## config.mk

```make
export PLATFORM = sky130hd
export DESIGN_NAME = ir_wall_sensor_filtered_detector_core
export DESIGN_NICKNAME = d
export VERILOG_FILES = /design/src/design/iwsfd_pkg.sv /design/src/design/iwsfd_ram.sv /design/src/design/iwsfd_div.sv /design/src/design/ir_wall_sensor_filtered_detector_core.sv
export VERILOG_INCLUDE_DIRS = /design/src /design/src/design
export SDC_FILE = /design/constraint.sdc
export NUM_CORES = 2
export LEC_CHECK = 0
export BUFFER_PORTS_ARGS = -buffer_cell sky130_fd_sc_hd__clkbuf_2
export CORE_MARGIN = 4
export CORE_UTILIZATION = 45
export CTS_CLUSTER_DIAMETER = 100
export DETAILED_ROUTE_END_ITERATION = 10
export PLACE_DENSITY = 0.61
export SETUP_SLACK_MARGIN = 0.05
export SLEW_MARGIN = 20
export SYNTH_ARGS = -nofsm -noshare
export SYNTH_HDL_FRONTEND = slang
export SYNTH_SLANG_ARGS = --single-unit
```

## constraint.sdc

```tcl
create_clock -name clk -period 9.1 [get_ports clk]
set_input_delay 0.91 -clock clk [delete_from_list [all_inputs] [get_ports clk]]
set_output_delay 0.91 -clock clk [all_outputs]
set_load 0.05 [all_outputs]
```

## src/design/ir_wall_sensor_filtered_detector_core_macros.svh

```systemverilog
// Assertion helpers shared by the detector RTL.
// Each macro expects clk and rst_n in the enclosing module.
`ifndef IR_WALL_SENSOR_FILTERED_DETECTOR_CORE_MACROS_SVH
`define IR_WALL_SENSOR_FILTERED_DETECTOR_CORE_MACROS_SVH

// Same-cycle implication, checked out of reset
`define IWSFD_ASSERT_IMPLIES(label, ante, cons, msg) \
  label: assert property (@(posedge clk) disable iff (!rst_n) (ante) |-> (cons)) \
    else $error(msg);

// Next-cycle implication, checked out of reset
`define IWSFD_ASSERT_NEXT(label, ante, cons, msg) \
  label: assert property (@(posedge clk) disable iff (!rst_n) (ante) |=> (cons)) \
    else $error(msg);

`endif

```

## src/design/iwsfd_pkg.sv

```systemverilog
package iwsfd_pkg;

  // Block dimensions
  localparam int CAL_POINTS    = 10;
  localparam int SENSOR_COUNT  = 3;
  localparam int SAMPLE_BITS   = 12;
  localparam int SENSOR_W      = 2;
  localparam int SENSOR_ADDR_W = (SENSOR_COUNT > 1) ? $clog2(SENSOR_COUNT) : 1;
  localparam int CAL_IDX_W     = $clog2(CAL_POINTS);
  localparam logic [SENSOR_W:0] SENSOR_LIMIT = (SENSOR_W + 1)'(SENSOR_COUNT);

  // Datapath widths
  localparam int CAL_LEVEL_W  = 16;
  localparam int DIST_W       = 16;
  localparam int WEIGHT_W     = 9;
  localparam int WEIGHT_SHIFT = 8;
  localparam int SPAN_W       = DIST_W + 1;
  localparam int PROD_W       = 2 * SPAN_W;
  localparam int MAG_W        = 2 * DIST_W;
  localparam int DIV_CYCLES   = MAG_W / 2;
  localparam int DIV_CNT_W    = $clog2(DIV_CYCLES);
  localparam int SPROD_W      = WEIGHT_W + 1 + SPAN_W;

  // Configuration port
  localparam int CFG_INDEX_W = 3;
  localparam int CFG_DATA_W  = 16;

  // Constants and reset values
  localparam logic [DIST_W-1:0]   NO_WALL_DIST      = 16'd63936;
  localparam logic [WEIGHT_W-1:0] FULL_WEIGHT       = 9'd256;
  localparam logic [DIST_W-1:0]   WALL_ON_RESET     = 16'd256;
  localparam logic [DIST_W-1:0]   WALL_OFF_RESET    = 16'd320;
  localparam logic [DIST_W-1:0]   APPROACH_ON_RESET = 16'd128;
  localparam logic [DIST_W-1:0]   APPROACH_OFF_RESET = 16'd160;
  localparam logic [WEIGHT_W-1:0] WEIGHT_RESET      = 9'd77;

  typedef enum logic [CFG_INDEX_W-1:0] {
    CFG_WALL_ON      = 3'd0,
    CFG_WALL_OFF     = 3'd1,
    CFG_APPROACH_ON  = 3'd2,
    CFG_APPROACH_OFF = 3'd3,
    CFG_WEIGHT       = 3'd4
  } cfg_index_t;

  typedef enum logic [2:0] {
    ST_IDLE,
    ST_RANGE,
    ST_SEARCH,
    ST_MUL,
    ST_DIV_START,
    ST_DIV_WAIT,
    ST_SMOOTH,
    ST_DONE
  } ctrl_state_t;

  // One per-sensor entry of the state memory
  typedef struct packed {
    logic [DIST_W-1:0] distance;
    logic              wall;
    logic              approach;
  } state_word_t;

  localparam state_word_t STATE_RESET =
    '{distance: NO_WALL_DIST, wall: 1'b0, approach: 1'b0};

  // Calibration points: reflected level falls as distance grows
  localparam logic [CAL_LEVEL_W-1:0] CAL_LEVEL [SENSOR_COUNT][CAL_POINTS] = '{
    '{16'd327, 16'd122, 16'd66, 16'd44, 16'd33, 16'd27, 16'd24, 16'd21, 16'd20, 16'd18},
    '{16'd225, 16'd107, 16'd63, 16'd43, 16'd34, 16'd30, 16'd26, 16'd23, 16'd22, 16'd20},
    '{16'd180, 16'd86,  16'd56, 16'd38, 16'd31, 16'd27, 16'd24, 16'd22, 16'd21, 16'd20}
  };

  localparam logic [DIST_W-1:0] CAL_DIST [SENSOR_COUNT][CAL_POINTS] = '{
    '{16'd64, 16'd128, 16'd192, 16'd256, 16'd320, 16'd384, 16'd448, 16'd512, 16'd576, 16'd640},
    '{16'd64, 16'd128, 16'd192, 16'd256, 16'd320, 16'd384, 16'd448, 16'd512, 16'd576, 16'd640},
    '{16'd64, 16'd128, 16'd192, 16'd256, 16'd320, 16'd384, 16'd448, 16'd512, 16'd576, 16'd640}
  };

endpackage

```

## src/design/iwsfd_ram.sv

```systemverilog
module iwsfd_ram #(
  parameter int WIDTH = 8,
  parameter int DEPTH = 4
) (
  input  logic                                      clk,
  input  logic                                      we,
  input  logic [((DEPTH > 1) ? $clog2(DEPTH) : 1)-1:0] wr_addr,
  input  logic [WIDTH-1:0]                          wr_data,
  input  logic                                      rd_en,
  input  logic [((DEPTH > 1) ? $clog2(DEPTH) : 1)-1:0] rd_addr,
  output logic [WIDTH-1:0]                          rd_data
);

  logic [WIDTH-1:0] mem [DEPTH];

  // Write port
  always_ff @(posedge clk) begin
    if (we) begin
      mem[wr_addr] <= wr_data;
    end
  end

  // Registered read port, holds between reads
  always_ff @(posedge clk) begin
    if (rd_en) begin
      rd_data <= mem[rd_addr];
    end
  end

endmodule

```

## src/design/iwsfd_div.sv

```systemverilog
module iwsfd_div import iwsfd_pkg::*; (
  input  logic                   clk,
  input  logic                   rst_n,
  input  logic                   start,
  input  logic [MAG_W-1:0]       dividend,
  input  logic [CAL_LEVEL_W-1:0] divisor,
  output logic                   done,
  output logic [MAG_W-1:0]       quotient
);

  logic                   busy_r;
  logic                   done_r;
  logic [DIV_CNT_W-1:0]   cnt_r;
  logic [MAG_W-1:0]       quo_r;
  logic [CAL_LEVEL_W-1:0] rem_r;
  logic [CAL_LEVEL_W-1:0] den_r;

  logic [CAL_LEVEL_W:0]   t1, t2, r1_full, r2_full;
  logic                   ge1, ge2;
  logic [MAG_W-1:0]       quo_nxt;
  logic [CAL_LEVEL_W-1:0] rem_nxt;

  // Two restoring steps per cycle: shift in a dividend bit, subtract if it fits
  always_comb begin
    t1      = {rem_r, quo_r[MAG_W-1]};
    ge1     = t1 >= {1'b0, den_r};
    r1_full = ge1 ? (t1 - {1'b0, den_r}) : t1;
    t2      = {r1_full[CAL_LEVEL_W-1:0], quo_r[MAG_W-2]};
    ge2     = t2 >= {1'b0, den_r};
    r2_full = ge2 ? (t2 - {1'b0, den_r}) : t2;
    rem_nxt = r2_full[CAL_LEVEL_W-1:0];
    quo_nxt = {quo_r[MAG_W-3:0], ge1, ge2};
  end

  // Control: count the division steps down from start, then pulse done
  always_ff @(posedge clk) begin
    if (!rst_n) begin
      busy_r <= 1'b0;
      done_r <= 1'b0;
      cnt_r  <= '0;
    end else begin
      done_r <= 1'b0;
      if (start) begin
        busy_r <= 1'b1;
        cnt_r  <= DIV_CNT_W'(DIV_CYCLES - 1);
      end else if (busy_r) begin
        if (cnt_r == '0) begin
          busy_r <= 1'b0;
          done_r <= 1'b1;
        end else begin
          cnt_r <= cnt_r - 1'b1;
        end
      end
    end
  end

  // Load operands, then shift quotient and remainder
  always_ff @(posedge clk) begin
    if (start) begin
      quo_r <= dividend;
      rem_r <= '0;
      den_r <= divisor;
    end else if (busy_r) begin
      quo_r <= quo_nxt;
      rem_r <= rem_nxt;
    end
  end

  assign done     = done_r;
  assign quotient = quo_r;

endmodule

```

## src/design/ir_wall_sensor_filtered_detector_core.sv

```systemverilog
// IR wall sensor detector.
// Input channel (in_valid/in_ready): one item per sensor reading, carrying the
// sensor number and the lit and ambient ADC samples. An item for a sensor
// number with no calibration table is dropped and gives no result.
// Result channel (out_valid/out_ready): one item per kept input, with the
// reflected level, the smoothed distance in 1/64 inch and the two flags.
// Configuration channel (cfg_valid/cfg_ready): thresholds and smoothing
// weight, always ready out of reset; write only while no item is in flight.
// An item whose level lies outside the calibration range skips the
// segment search and the interpolation. Inside the range, the segment
// search (one table point per cycle) and the radix-4 divider of the
// interpolation take most of the time. One item is worked on at a time;
// the next is accepted the cycle after a result is registered.
// Per-sensor state sits in a small RAM with a registered read; per-entry
// valid bits give reset values for entries not yet written, so reset
// needs no clearing pass.
// When the receiver stalls, the result waits in the output register; a new
// item is still accepted, and its result waits until the register frees.
`include "ir_wall_sensor_filtered_detector_core_macros.svh"

module ir_wall_sensor_filtered_detector_core import iwsfd_pkg::*; (
  input  logic                   clk,
  input  logic                   rst_n,

  input  logic                   in_valid,
  output logic                   in_ready,
  input  logic [SENSOR_W-1:0]    in_sensor,
  input  logic [SAMPLE_BITS-1:0] in_lit_sample,
  input  logic [SAMPLE_BITS-1:0] in_ambient_sample,

  output logic                   out_valid,
  input  logic                   out_ready,
  output logic [SENSOR_W-1:0]    out_sensor_echo,
  output logic [SAMPLE_BITS-1:0] out_reflected_level,
  output logic [DIST_W-1:0]      out_smoothed_distance,
  output logic                   out_wall_present,
  output logic                   out_wall_approaching,

  input  logic                   cfg_valid,
  output logic                   cfg_ready,
  input  logic [CFG_INDEX_W-1:0] cfg_index,
  input  logic [CFG_DATA_W-1:0]  cfg_data
);

  ctrl_state_t state_r, state_nxt;

  // Configuration registers
  logic [DIST_W-1:0]   wall_on_r, wall_off_r, appr_on_r, appr_off_r;
  logic [WEIGHT_W-1:0] weight_r;

  // Item registers
  logic [SENSOR_W-1:0]      sel_r;
  logic [SAMPLE_BITS-1:0]   level_r;
  logic [CAL_IDX_W-1:0]     k_r;
  logic [CAL_LEVEL_W-1:0]   hl_r, den_r;
  logic signed [SPAN_W-1:0] span_r;
  logic [DIST_W-1:0]        base_r, fresh_r;
  logic signed [PROD_W-1:0] prod_r;
  logic signed [SPROD_W-1:0] sprod_r;
  logic [SENSOR_COUNT-1:0]  valid_r;
  logic                     out_valid_r;

  // Handshake and control
  logic in_take, sel_ok, out_free;
  logic ram_rd_en, ram_we, div_start, div_done;

  // Table search
  logic [CAL_IDX_W-1:0]   k_next_idx;
  logic [CAL_LEVEL_W-1:0] level_ext, seg_hi, seg_lo;
  logic                   seg_hit, search_last, at_low_end, at_high_end;
  logic [SAMPLE_BITS-1:0] level_in;

  // Interpolation
  logic signed [PROD_W-1:0] prod_nxt, q_ext, base_ext, interp_s;
  logic [MAG_W-1:0]         prod_mag, div_quo;
  logic [DIST_W-1:0]        interp_dist;

  // Smoothing and flags
  state_word_t               ram_rd_data, old_word, new_word;
  logic [DIST_W-1:0]         old_dist, next_dist;
  logic signed [SPAN_W-1:0]  diff_s;
  logic [WEIGHT_W-1:0]       w_eff;
  logic signed [SPROD_W-1:0] sprod_nxt, sadj, sstep, old_ext, next_s;
  logic                      wall_nxt, appr_nxt;

  // ---------------------------------------------------------------------
  // Input side
  assign in_take  = in_valid && in_ready;
  assign sel_ok   = {1'b0, in_sensor} < SENSOR_LIMIT;
  assign out_free = !out_valid_r || out_ready;
  assign level_in = (in_lit_sample > in_ambient_sample) ?
                    (in_lit_sample - in_ambient_sample) : '0;

  // Segment compare against the constant table
  assign level_ext   = CAL_LEVEL_W'(level_r);
  assign k_next_idx  = k_r + CAL_IDX_W'(1);
  assign seg_hi      = CAL_LEVEL[sel_r][k_r];
  assign seg_lo      = CAL_LEVEL[sel_r][k_next_idx];
  assign seg_hit     = (level_ext <= seg_hi) && (level_ext >= seg_lo) && (seg_hi > seg_lo);
  assign search_last = k_r == CAL_IDX_W'(CAL_POINTS - 2);
  assign at_low_end  = level_ext <= CAL_LEVEL[sel_r][CAL_POINTS-1];
  assign at_high_end = level_ext >= CAL_LEVEL[sel_r][0];

  // Interpolation numerator, its magnitude and the signed result
  assign prod_nxt    = $signed({1'b0, hl_r}) * span_r;
  assign prod_mag    = prod_r[PROD_W-1] ? MAG_W'(-prod_r) : MAG_W'(prod_r);
  assign q_ext       = $signed(PROD_W'(div_quo));
  assign base_ext    = $signed(PROD_W'(base_r));
  assign interp_s    = base_ext + (prod_r[PROD_W-1] ? -q_ext : q_ext);
  assign interp_dist = interp_s[PROD_W-1] ? '0 : interp_s[DIST_W-1:0];

  // Old entry: memory data once written, reset value before
  assign old_word = valid_r[sel_r] ? ram_rd_data : STATE_RESET;
  assign old_dist = old_word.distance;

  // Blend: old + trunc(w * (new - old) / 256), rounding toward zero
  assign w_eff     = (weight_r > FULL_WEIGHT) ? FULL_WEIGHT : weight_r;
  assign diff_s    = $signed({1'b0, fresh_r}) - $signed({1'b0, old_dist});
  assign sprod_nxt = $signed({1'b0, w_eff}) * diff_s;
  assign sadj      = sprod_r + (sprod_r[SPROD_W-1] ?
                     SPROD_W'((1 << WEIGHT_SHIFT) - 1) : SPROD_W'(0));
  assign sstep     = sadj >>> WEIGHT_SHIFT;
  assign old_ext   = $signed(SPROD_W'(old_dist));
  assign next_s    = old_ext + sstep;
  assign next_dist = next_s[DIST_W-1:0];

  // Hysteresis on the new running distance
  assign wall_nxt = old_word.wall ? !(next_dist >= wall_off_r) : (next_dist <= wall_on_r);
  assign appr_nxt = old_word.approach ? !(next_dist >= appr_off_r) : (next_dist <= appr_on_r);
  assign new_word = '{distance: next_dist, wall: wall_nxt, approach: appr_nxt};

  // ---------------------------------------------------------------------
  // Next state
  always_comb begin
    state_nxt = state_r;
    unique case (state_r)
      ST_IDLE: begin
        if (in_take && sel_ok) state_nxt = ST_RANGE;
      end
      ST_RANGE: begin
        state_nxt = (at_low_end || at_high_end) ? ST_SMOOTH : ST_SEARCH;
      end
      ST_SEARCH: begin
        if (seg_hit) state_nxt = ST_MUL;
        else if (search_last) state_nxt = ST_SMOOTH;
      end
      ST_MUL:       state_nxt = ST_DIV_START;
      ST_DIV_START: state_nxt = ST_DIV_WAIT;
      ST_DIV_WAIT: begin
        if (div_done) state_nxt = ST_SMOOTH;
      end
      ST_SMOOTH:    state_nxt = ST_DONE;
      ST_DONE: begin
        if (out_free) state_nxt = ST_IDLE;
      end
      default:      state_nxt = ST_IDLE;
    endcase
  end

  // State outputs
  always_comb begin
    in_ready  = 1'b0;
    ram_we    = 1'b0;
    div_start = 1'b0;
    unique case (state_r)
      ST_IDLE:      in_ready  = rst_n;
      ST_DIV_START: div_start = 1'b1;
      ST_DONE:      ram_we    = out_free;
      default: ;
    endcase
  end

  assign ram_rd_en = in_take && sel_ok;
  assign cfg_ready = rst_n;

  // ---------------------------------------------------------------------
  // Control registers and configuration
  always_ff @(posedge clk) begin
    if (!rst_n) begin
      state_r     <= ST_IDLE;
      valid_r     <= '0;
      out_valid_r <= 1'b0;
      wall_on_r   <= WALL_ON_RESET;
      wall_off_r  <= WALL_OFF_RESET;
      appr_on_r   <= APPROACH_ON_RESET;
      appr_off_r  <= APPROACH_OFF_RESET;
      weight_r    <= WEIGHT_RESET;
    end else begin
      state_r <= state_nxt;
      if (ram_we) begin
        valid_r[sel_r] <= 1'b1;
      end
      // Hold the result until taken
      if (ram_we) begin
        out_valid_r <= 1'b1;
      end else if (out_ready) begin
        out_valid_r <= 1'b0;
      end
      if (cfg_valid && cfg_ready) begin
        unique case (cfg_index_t'(cfg_index))
          CFG_WALL_ON:      wall_on_r  <= cfg_data[DIST_W-1:0];
          CFG_WALL_OFF:     wall_off_r <= cfg_data[DIST_W-1:0];
          CFG_APPROACH_ON:  appr_on_r  <= cfg_data[DIST_W-1:0];
          CFG_APPROACH_OFF: appr_off_r <= cfg_data[DIST_W-1:0];
          CFG_WEIGHT:       weight_r   <= cfg_data[WEIGHT_W-1:0];
          default: ;
        endcase
      end
    end
  end

  // Item datapath registers
  always_ff @(posedge clk) begin
    unique case (state_r)
      ST_IDLE: begin
        if (in_take) begin
          sel_r   <= in_sensor;
          level_r <= level_in;
        end
      end
      ST_RANGE: begin
        k_r <= '0;
        if (at_low_end) fresh_r <= NO_WALL_DIST;
        else if (at_high_end) fresh_r <= CAL_DIST[sel_r][0];
      end
      ST_SEARCH: begin
        if (seg_hit) begin
          hl_r   <= seg_hi - level_ext;
          den_r  <= seg_hi - seg_lo;
          span_r <= $signed({1'b0, CAL_DIST[sel_r][k_next_idx]}) -
                    $signed({1'b0, CAL_DIST[sel_r][k_r]});
          base_r <= CAL_DIST[sel_r][k_r];
        end else begin
          k_r <= k_next_idx;
          if (search_last) fresh_r <= NO_WALL_DIST;
        end
      end
      ST_MUL:      prod_r <= prod_nxt;
      ST_DIV_WAIT: begin
        if (div_done) fresh_r <= interp_dist;
      end
      ST_SMOOTH:   sprod_r <= sprod_nxt;
      default: ;
    endcase
  end

  // Result register
  always_ff @(posedge clk) begin
    if (ram_we) begin
      out_sensor_echo       <= sel_r;
      out_reflected_level   <= level_r;
      out_smoothed_distance <= next_dist;
      out_wall_present      <= wall_nxt;
      out_wall_approaching  <= appr_nxt;
    end
  end

  assign out_valid = out_valid_r;

  // ---------------------------------------------------------------------
  // Per-sensor state memory
  iwsfd_ram #(
    .WIDTH ($bits(state_word_t)),
    .DEPTH (SENSOR_COUNT)
  ) u_state_ram (
    .clk     (clk),
    .we      (ram_we),
    .wr_addr (sel_r[SENSOR_ADDR_W-1:0]),
    .wr_data (new_word),
    .rd_en   (ram_rd_en),
    .rd_addr (in_sensor[SENSOR_ADDR_W-1:0]),
    .rd_data (ram_rd_data)
  );

  // Interpolation divider
  iwsfd_div u_div (
    .clk      (clk),
    .rst_n    (rst_n),
    .start    (div_start),
    .dividend (prod_mag),
    .divisor  (den_r),
    .done     (div_done),
    .quotient (div_quo)
  );

  // ---------------------------------------------------------------------
  // Assertions
  `IWSFD_ASSERT_NEXT(a_writeback_gives_result, ram_we, out_valid_r,
    "write-back did not register a result")
  `IWSFD_ASSERT_NEXT(a_accept_starts_work, in_take && sel_ok, state_r == ST_RANGE,
    "accepted item did not start work")
  `IWSFD_ASSERT_IMPLIES(a_search_in_table, state_r == ST_SEARCH,
    k_r <= CAL_IDX_W'(CAL_POINTS - 2), "segment search ran past the table")
  `IWSFD_ASSERT_IMPLIES(a_blend_between, ram_we,
    (next_dist >= old_dist && next_dist <= fresh_r) ||
    (next_dist <= old_dist && next_dist >= fresh_r),
    "smoothed distance outside old and new distance")

endmodule
```

==> results.md <==
* Status: finished clean
* Startpoint types: register
* Library cells used by synthesis at 82
* Hold Violations, Final at 0
* Least-Margin Pin Slew at 1260 ps
* Max transition margin at 0.148
* Clk buf depth at 3
* Antenna cells at 0
* Largest net degree at the start of global routing at 80
* Worst Setup Path Type: reg2reg
* Synth top cells by count: inv_1, nand2_1, ha_1
* Hold WC Path Type: reg2reg
* TritonRoute pass-1 iters at 6
* Htree depth at 2
* Sink Count at 388
* Synth top area share at 0.239
* Cell taking the most area after synthesis: edfxtp_1
* Global-route wire length before repair at 141 mm
* Die W at 290 µm
* Vias per cell at 5.24
* PortBufs at 84
* Ys async rst share at 0
* Worst-path clk slew at 60 ps
* Gr ovfl total at 0
* Ratio of cells with drive above 1 in the final layout at 0.0676
* CTS tree: done
* Core area at 79000 µm²
* Clock skew at 31.3 ps
* Crit path time final at 8600 ps
* 1st-iter DRT viols at 1842
* Main combinational cell family by area after synthesis: adder cells
* Vias at 26200
* VDD IR max at 0.521 mV
* Post-synth EDFFs at 286
* Nets at 4648
* DRC viols at 0
* Sequential area share after synthesis at 0.296
* Simple-Gate Fraction of Synth Area at 0.148
* Total GRT Usage at 0.205
* Ys flop type: edfxtp_1
* Post-synthesis adder-cell area fraction at 0.302
* CP max stage cell: fa_1
* PD cells at 388 nW/µm²
* I/O pin count at 85
* Total die area at 84400 µm²
* Design area at 39500 µm²
* P_leak at 17.6 nW
* Unrepaired setup endpoints after global routing: false
* Area Growth Syn to Fin at 10.1%
* Final ANT Viol Nets at 0
* DRT Wirelength at 86.8 mm
* Most frequent cell after synthesis: inv_1
* HPWL Detailed at 67.0 mm
* Crit path max fanout at 17
* Post-Synth XOR/XNOR Area at 0.0471
* Starting density of the core at 0.455
* WL/cell at 17.4 µm
* Max Slew Vio Count at 0
* Initial antenna violation count at 3
* Synthesized cell area at 35900 µm²
* GPL Wtd Cong at 0.911
* Vias in the first global route at 25900
* Root buffer cell: clkbuf_16
* Row cnt at 103
* CTS buffer count at 45
* CTS hold repair buffers at 0
* Placed Area at 37800 µm²
* Worst path bufs/invs at 5
* Average instance area after synthesis at 9.48 µm²
* FF+latch count, synth at 388
* Fill count at 7398
* Fmax at 116 MHz
* Synth Warn # at 0
* Synth Area in Compound Gates at 0.122
* Gate Count Post-Synth at 3789
* Crit. End Element: register
* Final setup violation count at 0
* Most used cell along the critical path: fa_1
* Clk_lat worst skew at 610 ps
* Largest stage delay, worst path at 580 ps
* Final Power at 15.3 mW
* Final Cycle Share at 0.945
* Total Neg Setup Slack at 0 ps
* Max-cap violations at 0
* Post-synthesis mux area share at 0.0171
* Dominant cells by area after synthesis: edfxtp_1, fa_1, ha_1
* Worst EP required at 9440 ps
* CP delay by family, top: adder cells
* DIE HEIGHT at 290 µm
* CP arrival at 8940 ps
-- where the power goes --
group          internal, mW  switching, mW
registers              2.68          0.237
clock network          1.14          0.789
logic                  4.35           6.13
total                  8.18           7.15
-- layout make-up --
type | count | area (µm²) | share of cell area
multi-input combinational | 2805 | 23100 | 0.585
sequential | 388 | 10600 | 0.269
clock buffer | 58 | 1230 | 0.0312
tap | 1050 | 1310 | 0.0332
timing repair buffer | 136 | 847 | 0.0214
clock inverter | 26 | 355 | 0.00899
inverter | 535 | 2010 | 0.0508
-- routing by layer --
layer | global-route usage | vias up | routed length (µm)
met4 | 0.0414 | 0 | 1610
met1 | 0.310 | 12500 | 42800
li1 | - | 12900 | -
met5 | 0 | - | 0
met3 | 0.0321 | 94 | 5180
met2 | 0.313 | 637 | 37200
-- state kept, by name, indices dropped and copies added, names as in the netlist, 9 cells and up --
| signal | flops |
|---|---|
| u_div.quotient | 32 |
| out_reflected_level | 12 |
| appr_off_r | 16 |
| u_div.den_r | 16 |
| span_r | 9 |
| out_smoothed_distance | 16 |
| fresh_r | 16 |
| sprod_r | 25 |
| wall_off_r | 16 |
| u_state_ram.mem | 54 |
| hl_r | 16 |
| appr_on_r | 16 |
| wall_on_r | 16 |
| u_state_ram.rd_data | 18 |
| weight_r | 9 |
| den_r | 16 |
| level_r | 12 |
| prod_r | 30 |
| u_div.rem_r | 16 |
-- metrics by stage --
| stage | std cells | hold WS, ps | setup slack, ps | util |
|---|---|---|---|---|
| 4_1_cts | 4995 | 419 | 138 | 0.499 |
| 5_1_grt | 4998 | 423 | 18.2 | 0.500 |
| 6_report | 4998 | 419 | 500 | 0.500 |
| 3_5_place_dp | 4911 | 405 | 191 | 0.479 |
| 3_3_place_gp | 4911 | 401 | 317 | 0.479 |
| 2_1_floorplan | 3843 | 400 | 628 | - |
-- layout by cell type (no fill, tap or decap), drive strengths merged, types with 69 or more instances in the layout --
master	instances
edfxtp	286
fa	293
o21ai	177
dfxtp	102
ha	394
a21oi	153
clkbuf	142
xor2	69
a21boi	79
xnor2	124
and2	103
inv	535
nand2	464
nor2	212
-- cell families (layout without fill, tap and decap cells) --
kind of cell,after synthesis,in the layout
AND/OR/NAND/NOR,1128,1128
adder cells (fa/ha/maj),691,691
AO/OA/AOI/OAI,680,680
buffers and inverters,650,755
flip-flops,388,388
XOR/XNOR,193,193
multiplexers,57,57
other,2,56
-- repair_timing --
item                                   CTS  global route
resized for setup                        0            10
buffers inserted                         0             2
endpoints found under the hold margin    0             0
setup endpoints to repair                0             4
-- worst paths after layout --
path / from / to / slack, ps / cells past startpoint
worst max-delay path: sel_r[0]$_DFFE_PP_ / sprod_r[26]$_DFFE_PN_ / 500 / 32
worst max register to register: sel_r[0]$_DFFE_PP_ / sprod_r[26]$_DFFE_PN_ / 500 / 32
worst min register to register: den_r[14]$_DFFE_PP_ / u_div.den_r[14]$_DFFE_PP_ / 420 / 0
worst min-delay path: den_r[14]$_DFFE_PP_ / u_div.den_r[14]$_DFFE_PP_ / 420 / 0
-- worst reg2reg max path: cells and delay by family (launching register included) --
| family | cells | cell delay, ps |
|---|---|---|
| compound gates | 11 | 2220 |
| xor+xnor | 2 | 370 |
| fa+ha+maj | 7 | 3400 |
| buf+inv | 5 | 570 |
| flops | 1 | 490 |
| simple gates | 7 | 1290 |
(Power assumes the default switching activity.)
